$ cat src/rtl/core/dpss_pkg.sv
// ----------------------------------------------------------------------------
// dpss_pkg: drive power-state sequencer package
// Item types, power-state codes, control word values and mode codes shared
// by the sequencer modules.
// ----------------------------------------------------------------------------
`default_nettype none

package dpss_pkg;

   // configuration port
   localparam int unsigned CSR_IDX_W  = 1;
   localparam int unsigned CSR_DATA_W = 32;

   typedef enum logic [CSR_IDX_W-1:0] {
      CSR_SETTLE_POLLS = 1'b0,
      CSR_OFFSET_COUNT = 1'b1
   } csr_idx_type;

   // decoded power states, A..H, and unknown
   localparam logic [3:0] PS_A       = 4'd0;
   localparam logic [3:0] PS_B       = 4'd1;
   localparam logic [3:0] PS_C       = 4'd2;
   localparam logic [3:0] PS_D       = 4'd3;
   localparam logic [3:0] PS_E       = 4'd4;
   localparam logic [3:0] PS_F       = 4'd5;
   localparam logic [3:0] PS_G       = 4'd6;
   localparam logic [3:0] PS_H       = 4'd7;
   localparam logic [3:0] PS_UNKNOWN = 4'd8;

   // status masks and match patterns
   localparam logic [15:0] MASK_LO   = 16'h004F;
   localparam logic [15:0] MASK_HI   = 16'h006F;
   localparam logic [15:0] PAT_A     = 16'h0000;
   localparam logic [15:0] PAT_B     = 16'h0040;
   localparam logic [15:0] PAT_C     = 16'h0021;
   localparam logic [15:0] PAT_D     = 16'h0023;
   localparam logic [15:0] PAT_E     = 16'h0027;
   localparam logic [15:0] PAT_F     = 16'h0007;
   localparam logic [15:0] PAT_G     = 16'h000F;
   localparam logic [15:0] PAT_H     = 16'h0008;

   // control words
   localparam logic [7:0] CW_NONE     = 8'h00;
   localparam logic [7:0] CW_SHUTDOWN = 8'h06;
   localparam logic [7:0] CW_SWITCHON = 8'h07;
   localparam logic [7:0] CW_ENABLE   = 8'h0F;
   localparam logic [7:0] CW_FAULTRST = 8'h80;

   // displayed modes
   localparam logic [7:0] MODE_CSP = 8'h08;
   localparam logic [7:0] MODE_CSV = 8'h09;
   localparam logic [7:0] MODE_OFS = 8'h10;

   // command
   localparam logic FUNC_ENABLE  = 1'b0;
   localparam logic FUNC_DISABLE = 1'b1;

   // register reset values
   localparam logic [7:0]         SETTLE_POLLS_RST = 8'd20;
   localparam logic signed [31:0] OFFSET_COUNT_RST = 32'sd0;

   typedef struct packed {
      logic               func;
      logic [15:0]        drive_status;
      logic [7:0]         display_mode;
      logic signed [31:0] actual_position;
   } req_type;

   typedef struct packed {
      logic               control_write;
      logic [7:0]         control_word;
      logic               target_pos_write;
      logic signed [31:0] target_position;
      logic               target_vel_zero;
      logic [3:0]         power_state;
      logic               reached;
      logic               unknown_status;
   } rsp_type;

   // configuration seen by the decoder
   typedef struct packed {
      logic [7:0]         settle_polls;
      logic signed [31:0] offset_count;
   } cfg_type;

   // settle counter update from the decoder
   typedef struct packed {
      logic       upd;
      logic [7:0] value;
   } settle_type;

endpackage

`default_nettype wire

$ cat src/rtl/core/dpss_csr.sv
// ----------------------------------------------------------------------------
// dpss_csr: configuration registers
// Holds the settle poll count and the position offset; plain write port.
// ----------------------------------------------------------------------------
`default_nettype none

module dpss_csr (
   input  wire logic                                clock,
   input  wire logic                                reset,
   input  wire logic                                csr_we,
   input  wire logic [dpss_pkg::CSR_IDX_W-1:0]      csr_index,
   input  wire logic [dpss_pkg::CSR_DATA_W-1:0]     csr_wdata,
   output dpss_pkg::cfg_type                        cfg
);

   logic [7:0]         settle_polls_ff, settle_polls_in;
   logic signed [31:0] offset_count_ff, offset_count_in;

   // register write decode
   always_comb begin
      settle_polls_in = settle_polls_ff;
      offset_count_in = offset_count_ff;
      if (csr_we) begin
         unique case (dpss_pkg::csr_idx_type'(csr_index))
            dpss_pkg::CSR_SETTLE_POLLS: settle_polls_in = csr_wdata[7:0];
            dpss_pkg::CSR_OFFSET_COUNT: offset_count_in = signed'(csr_wdata[31:0]);
            default: ;
         endcase
      end
   end

   always_ff @(posedge clock) begin
      if (reset) begin
         settle_polls_ff <= dpss_pkg::SETTLE_POLLS_RST;
         offset_count_ff <= dpss_pkg::OFFSET_COUNT_RST;
      end else begin
         settle_polls_ff <= settle_polls_in;
         offset_count_ff <= offset_count_in;
      end
   end

   assign cfg.settle_polls = settle_polls_ff;
   assign cfg.offset_count = offset_count_ff;

endmodule

`default_nettype wire

$ cat src/rtl/core/dpss_decode.sv
// ----------------------------------------------------------------------------
// dpss_decode: status decode and step logic
// Decodes the status word into a power state and works out the control,
// target writes, reached flag and settle counter update for one item.
// ----------------------------------------------------------------------------
`default_nettype none

module dpss_decode (
   input  wire dpss_pkg::req_type  item,
   input  wire dpss_pkg::cfg_type  cfg,
   input  wire logic [7:0]         settle_left,
   output dpss_pkg::rsp_type       rsp,
   output dpss_pkg::settle_type    settle
);

   logic [15:0] s_lo;
   logic [15:0] s_hi;
   logic [3:0]  ps;
   logic [7:0]  settle_dec;
   logic        disable_cmd;

   assign s_lo        = item.drive_status & dpss_pkg::MASK_LO;
   assign s_hi        = item.drive_status & dpss_pkg::MASK_HI;
   assign disable_cmd = (item.func == dpss_pkg::FUNC_DISABLE);

   // saturating count-down
   assign settle_dec = (settle_left != 8'd0) ? settle_left - 8'd1 : 8'd0;

   // first match wins
   always_comb begin
      priority if (s_lo == dpss_pkg::PAT_A) ps = dpss_pkg::PS_A;
      else if (s_lo == dpss_pkg::PAT_B)     ps = dpss_pkg::PS_B;
      else if (s_hi == dpss_pkg::PAT_C)     ps = dpss_pkg::PS_C;
      else if (s_hi == dpss_pkg::PAT_D)     ps = dpss_pkg::PS_D;
      else if (s_hi == dpss_pkg::PAT_E)     ps = dpss_pkg::PS_E;
      else if (s_hi == dpss_pkg::PAT_F)     ps = dpss_pkg::PS_F;
      else if (s_lo == dpss_pkg::PAT_G)     ps = dpss_pkg::PS_G;
      else if (s_lo == dpss_pkg::PAT_H)     ps = dpss_pkg::PS_H;
      else                                  ps = dpss_pkg::PS_UNKNOWN;
   end

   // step toward the commanded state
   always_comb begin
      rsp                  = '0;
      rsp.power_state      = ps;
      rsp.unknown_status   = (ps == dpss_pkg::PS_UNKNOWN);
      settle.upd           = 1'b0;
      settle.value         = settle_dec;
      unique case (ps)
         dpss_pkg::PS_B: begin
            rsp.control_write = 1'b1;
            rsp.control_word  = dpss_pkg::CW_SHUTDOWN;
         end
         dpss_pkg::PS_C: begin
            rsp.control_write = 1'b1;
            rsp.control_word  = dpss_pkg::CW_SWITCHON;
         end
         dpss_pkg::PS_D: begin
            if (disable_cmd) begin
               rsp.reached = 1'b1;
            end else begin
               rsp.control_write = 1'b1;
               rsp.control_word  = dpss_pkg::CW_ENABLE;
               settle.upd        = 1'b1;
               settle.value      = cfg.settle_polls;
               priority if (item.display_mode == dpss_pkg::MODE_CSP) begin
                  rsp.target_pos_write = 1'b1;
                  rsp.target_position  = item.actual_position;
               end else if (item.display_mode == dpss_pkg::MODE_CSV) begin
                  rsp.target_vel_zero = 1'b1;
               end else if (item.display_mode == dpss_pkg::MODE_OFS) begin
                  rsp.target_pos_write = 1'b1;
                  rsp.target_position  = cfg.offset_count;
               end else begin
                  rsp.target_pos_write = 1'b1;
                  rsp.target_position  = item.actual_position;
                  rsp.target_vel_zero  = 1'b1;
               end
            end
         end
         dpss_pkg::PS_E: begin
            if (disable_cmd) begin
               rsp.control_write = 1'b1;
               rsp.control_word  = dpss_pkg::CW_SHUTDOWN;
            end else begin
               settle.upd  = 1'b1;
               rsp.reached = (settle_dec == 8'd0);
            end
         end
         dpss_pkg::PS_F, dpss_pkg::PS_G: begin
            rsp.control_write = 1'b1;
            rsp.control_word  = dpss_pkg::CW_NONE;
         end
         dpss_pkg::PS_H: begin
            rsp.control_write = 1'b1;
            rsp.control_word  = dpss_pkg::CW_FAULTRST;
         end
         default: ;  // A and unknown: no writes
      endcase
   end

endmodule

`default_nettype wire

$ cat src/rtl/core/drive_power_state_sequencer.sv
// Items pass through the input register, then the result register.
// Throughput: one item per cycle unless rsp_stall holds a result; the settle counter updates
// as each item leaves the input register. A waiting result keeps the next item in the input register.
// Reset (synchronous, active high): pipeline empty, settle counter 0,
// settle_polls 20, offset_count 0.
// ----------------------------------------------------------------------------
// drive_power_state_sequencer: drive power-state sequencer top level
// Decodes polled drive status and issues the control and target writes that
// step the drive toward operation enabled or switched on.
// ----------------------------------------------------------------------------
`default_nettype none

module drive_power_state_sequencer (
   input  wire logic                              clock,
   input  wire logic                              reset,
   // input items
   input  wire logic                              req_valid,
   output      logic                              req_stall,
   input  wire dpss_pkg::req_type                 req_data,
   // result items
   output      logic                              rsp_valid,
   input  wire logic                              rsp_stall,
   output dpss_pkg::rsp_type                      rsp_data,
   // configuration
   input  wire logic                              csr_we,
   input  wire logic [dpss_pkg::CSR_IDX_W-1:0]    csr_index,
   input  wire logic [dpss_pkg::CSR_DATA_W-1:0]   csr_wdata
);

   dpss_pkg::cfg_type     cfg;
   dpss_pkg::rsp_type     step_rsp;
   dpss_pkg::settle_type  settle;

   logic                  in_valid_ff, in_valid_in;
   dpss_pkg::req_type     in_data_ff;
   logic                  out_valid_ff, out_valid_in;
   dpss_pkg::rsp_type     out_data_ff;
   logic [7:0]            settle_left_ff, settle_left_in;
   logic                  out_free;
   logic                  advance;
   logic                  accept;

   dpss_csr u_csr (
      .clock     (clock),
      .reset     (reset),
      .csr_we    (csr_we),
      .csr_index (csr_index),
      .csr_wdata (csr_wdata),
      .cfg       (cfg)
   );

   dpss_decode u_decode (
      .item        (in_data_ff),
      .cfg         (cfg),
      .settle_left (settle_left_ff),
      .rsp         (step_rsp),
      .settle      (settle)
   );

   // handshake
   assign out_free  = !out_valid_ff || !rsp_stall;
   assign advance   = in_valid_ff && out_free;
   assign req_stall = in_valid_ff && !out_free;
   assign accept    = req_valid && !req_stall;

   assign in_valid_in    = accept || (in_valid_ff && !advance);
   assign out_valid_in   = advance || (out_valid_ff && rsp_stall);
   assign settle_left_in = (advance && settle.upd) ? settle.value : settle_left_ff;

   // control registers
   always_ff @(posedge clock) begin
      if (reset) begin
         in_valid_ff    <= 1'b0;
         out_valid_ff   <= 1'b0;
         settle_left_ff <= 8'd0;
      end else begin
         in_valid_ff    <= in_valid_in;
         out_valid_ff   <= out_valid_in;
         settle_left_ff <= settle_left_in;
      end
   end

   // payload registers
   always_ff @(posedge clock) begin
      if (accept) begin
         in_data_ff <= req_data;
      end
      if (advance) begin
         out_data_ff <= step_rsp;
      end
   end

   assign rsp_valid = out_valid_ff;
   assign rsp_data  = out_data_ff;

endmodule

`default_nettype wire

$ cat config.mk
export PLATFORM = sky130hd
export DESIGN_NAME = drive_power_state_sequencer
export DESIGN_NICKNAME = d
export VERILOG_FILES = /design/src/rtl/core/dpss_pkg.sv /design/src/rtl/core/dpss_csr.sv /design/src/rtl/core/dpss_decode.sv /design/src/rtl/core/drive_power_state_sequencer.sv
export SDC_FILE = /design/constraint.sdc
export NUM_CORES = 1
export LEC_CHECK = 0
export ABC_AREA = 1
export BUFFER_PORTS_ARGS = -buffer_cell sky130_fd_sc_hd__buf_2
export CAP_MARGIN = 20
export CORE_MARGIN = 4
export CORE_UTILIZATION = 40
export CTS_CLUSTER_DIAMETER = 30
export DETAILED_ROUTE_END_ITERATION = 16
export PLACE_DENSITY_LB_ADDON = 0.15
export SLEW_MARGIN = 25
export SYNTH_ARGS = -nofsm -noshare
export SYNTH_HDL_FRONTEND = slang
export SYNTH_SLANG_ARGS = --single-unit
$ cat constraint.sdc
create_clock -name clock -period 4.2 [get_ports clock]
set_input_delay 0.84 -clock clock [delete_from_list [all_inputs] [get_ports clock]]
set_output_delay 0.84 -clock clock [all_outputs]
set_load 0.02 [all_outputs]
==> flow_summary_export.csv <==
group,metric,value,unit
status,status,"completed",
setup_path,crit_path_start_kind,"flip-flop",
routing,drtIter0Drc,252,
die,dieArea,16400,um2
timing,tightest_slew,921,ps
synthesis,ys_async_sr_fraction,0,%
power_and_ir_drop,pwr-share-clk,44.5,%
clock_network,cts_tree,"built",
grt,track_usage,16.7,%
min_path,hold_depth,2,
synthesis,ys_ff_latch,142,
synthesis,syn_avg_cell_area,10.3,um2
clock_network,cts_buffer_depth,2,
synthesis,netlist_area,5780,um2
setup_path,cp_cell_sequence,"inv_1 > nand2_1 > nor3_4 > nand2_1 > inv_2 > o21ai_4 > buf_4 > nor3_1",
power_and_ir_drop,seq_power_share,49.3,%
timing,fmax,417,MHz
routing,num_vias,4268,
routing,wl,13100,um
clock_network,clkTransAtPathRegs,60,ps
power_and_ir_drop,p_per_area,449,nW/um2
die,die_x,128,um
timing,worst_hold_slack,479,ps
routing,post_drt_wl_per_cell,14.9,um
synthesis,synth.distinct_cells,32,
die,fp.dieH,128,um
clock_network,post_cts_buffers,0,
min_path,hp-start,"u_csr.offset_count_ff[15]$_SDFFE_PP0P_",
grt,grt_pass1_vias,4277,
power_and_ir_drop,p_int,2.51,mW
clock_network,cts_buffers,17,
timing,final.min_clock_period,2400,ps
timing,hold_viol,0,
grt,overflow,0,
setup_path,end_kind,"flip-flop",
clock_network,clock_latency,410,ps
min_path,hold_class,"flip-flop to flip-flop",
synthesis,ys_warn_count,0,
grt,grt_start_max_net_pins,48,
timing,finalMaxSlewViolations,0,
grt,antenna_found_initial,0,
power_and_ir_drop,switching_power,0.704,mW
power_and_ir_drop,ir_worst_vdd,0.312,mV
setup_path,critPathRequiredTime,4450,ps
grt,grt_pass1_wl,21000,um
timing,maxSlewHeadroom,38.2,%
power_and_ir_drop,swShare,21.9,%
setup_path,critical_path_class,"flip-flop to flip-flop",
power_and_ir_drop,leakage,3.10,nW
placed_design,place_congestion,0.862,
setup_path,critPathSlowestCell,"edfxtp_1",
timing,tns,0,ps
power_and_ir_drop,power,3.21,mW
die,num_io_pins,146,
clock_network,htreeDepth,4,
final_layout,antenna_cells,0,
final_layout,areaGrowthSynthToFinish,23.7,%
clock_network,cts.sinks,142,
die,rows,43,
timing,rsz0062_at_grt,"false",
timing,finalCritPeriodShare,57.1,%
placed_design,hpwl,8740,um
synthesis,ys.flop_type,"edfxtp_1",
setup_path,arrival,2640,ps
clock_network,cts-root-buf,"clkbuf_16",
setup_path,max_stage_delay,420,ps
routing,via_per_inst,4.83,
setup_path,r2r_setup_slack,1800,ps
flow_run,max_cap_violations,0,
synthesis,synth-edff-count,92,
placed_design,portBuffers,132,
timing,finalSetupViolations,0,
routing,drtAntennaViolNets,0,
setup_path,regToRegStartpoint,"in_data_ff[46]$_DFFE_PP_",
die,start_util,41.3,%
setup_path,reg2reg_depth,8,
setup_path,cp_max_fo,33,
clock_network,cts_resized,0,
placed_design,placed_cells,852,
final_layout,drive_gt1_share,29.4,%
final_layout,layout.nets,788,
routing,drc_errors,0,
die,coreArea,14000,um2
routing,dr.pass1.iters,4,
clock_network,ctsHoldBuffers,0,
min_path,min_to,"u_csr.offset_count_ff[15]$_SDFFE_PP0P_",
setup_path,crit_top_cell,"nand2_1",
synthesis,ys_seq_area_share,65.2,%
final_layout,stdcell_count,884,
synthesis,syn_inst,561,
timing,skew,6.56,ps
power_and_ir_drop,p_comb_share,6.2,%
setup_path,r2r-end,"rsp_data[30]$_SDFFCE_PP0P_",
## flip-flops by register name, indices dropped and copies added, names as in the netlist
register / flops
in_data_ff: 47
u_csr.settle_polls_ff: 8
rsp_valid: 1
u_csr.offset_count_ff: 32
in_valid_ff: 1
settle_left_ff: 8
rsp_data: 45
## worst max-delay path by stage
| stage | start | to | slack, ps | depth (start not counted) |
|---|---|---|---|---|
| after floorplan | rsp_stall | settle_left_ff[5]$_SDFFE_PP0P_ | 250 | 7 |
| final | in_data_ff[46]$_DFFE_PP_ | rsp_data[30]$_SDFFCE_PP0P_ | 1800 | 8 |
| after detailed placement | rsp_stall | in_data_ff[16]$_DFFE_PP_ | 1700 | 6 |
| after global placement | rsp_stall | in_data_ff[19]$_DFFE_PP_ | 1790 | 6 |
| after CTS | in_data_ff[46]$_DFFE_PP_ | rsp_data[30]$_SDFFCE_PP0P_ | 1850 | 8 |
| after global routing | in_data_ff[46]$_DFFE_PP_ | rsp_data[30]$_SDFFCE_PP0P_ | 1630 | 8 |
## cells by family after synthesis
family          count (synthesis)  share of synthesized area [%]
xor+xnor                        1                          0.152
other cells                     1                         0.0649
fa+ha+maj                       2                          0.433
compound gates                 72                           6.54
flops                         142                           65.2
buf+inv                        68                           5.13
simple gates                  275                           22.5
## metrics by stage
| step | instance area, um2 | worst slack (ps) | utilization, % |
|---|---|---|---|
| 4_1_cts | 7140 | 1850 | 51.0 |
| 3_3_place_gp | 6570 | 1790 | 47.0 |
| 6_report | 7140 | 1800 | 51.1 |
| 2_1_floorplan | 5780 | 250 | - |
| 5_1_grt | 7140 | 1630 | 51.1 |
| 3_5_place_dp | 6570 | 1700 | 47.0 |
## placed cells by master, fill, tap and decap left out, drive strengths merged
master and n:
clkinv 10, clkbuf 19, nor3b 1, edfxtp 92, nor4 2, nand2 41, nor2 162, bufinv 2
nand4 6, xor2 1, dfxtp 50, o211ai 1, a211oi 1, nand3 26, o21ai 56, conb 3
a21oi 12, nor3 36, o21bai 1, inv 39, ha 2, clkinvlp 4, a31oi 1, or2 1
buf 135
## cell usage after synthesis, types with 2 or more instances
cell	count	area share [%]
o21ai_0	46	4.0
a21oi_1	12	1.0
clkbuf_1	13	0.84
dfxtp_1	50	17
buf_4	5	0.65
ha_1	2	0.43
o21ai_1	9	0.78
nand4_1	6	0.65
nor2_1	161	10
buf_2	6	0.52
inv_2	3	0.19
nor3_1	7	0.61
nand3_1	26	2.3
inv_1	38	2.5
nor3_2	28	4.9
buf_6	2	0.39
edfxtp_1	92	48
nand2_1	39	2.5
nor4_1	2	0.22
nand2_2	2	0.22
## worst max-delay path, delay by kind of cell, from the launching register on
family | cells | cell delay, ps
AOI/OAI and AO/OA | 1 | 80
buffers and inverters | 3 | 760
DFF | 1 | 420
and+or+nand+nor | 4 | 950
## layout make-up
cell class              instances  area (um2)
clock buffers                  19         443
multi-input cells             353        1750
flip-flops and latches        142        3760
fillers                      1288        6850
inverters                      42         159
clock inverters                13         123
well taps                     180         225
repair buffers                135         683
## metal layers
layer,wire length [um],vias up,GRT usage [%]
met5,0,-,0
met4,192,0,5.99
met3,843,17,5.50
met2,6250,122,27.0
met1,5850,1986,20.9
li1,-,2143,-
## power groups by stage
stage	clock network (mW)	registers, mW	logic, mW
after CTS	1.46	1.58	0.202
final	1.43	1.58	0.199
after global routing	1.52	1.59	0.226
after global placement	0	1.61	0.196
after floorplan	0	1.62	0.104
after detailed placement	0	1.61	0.201
No activity file was read; power rests on OpenSTA's default activity.
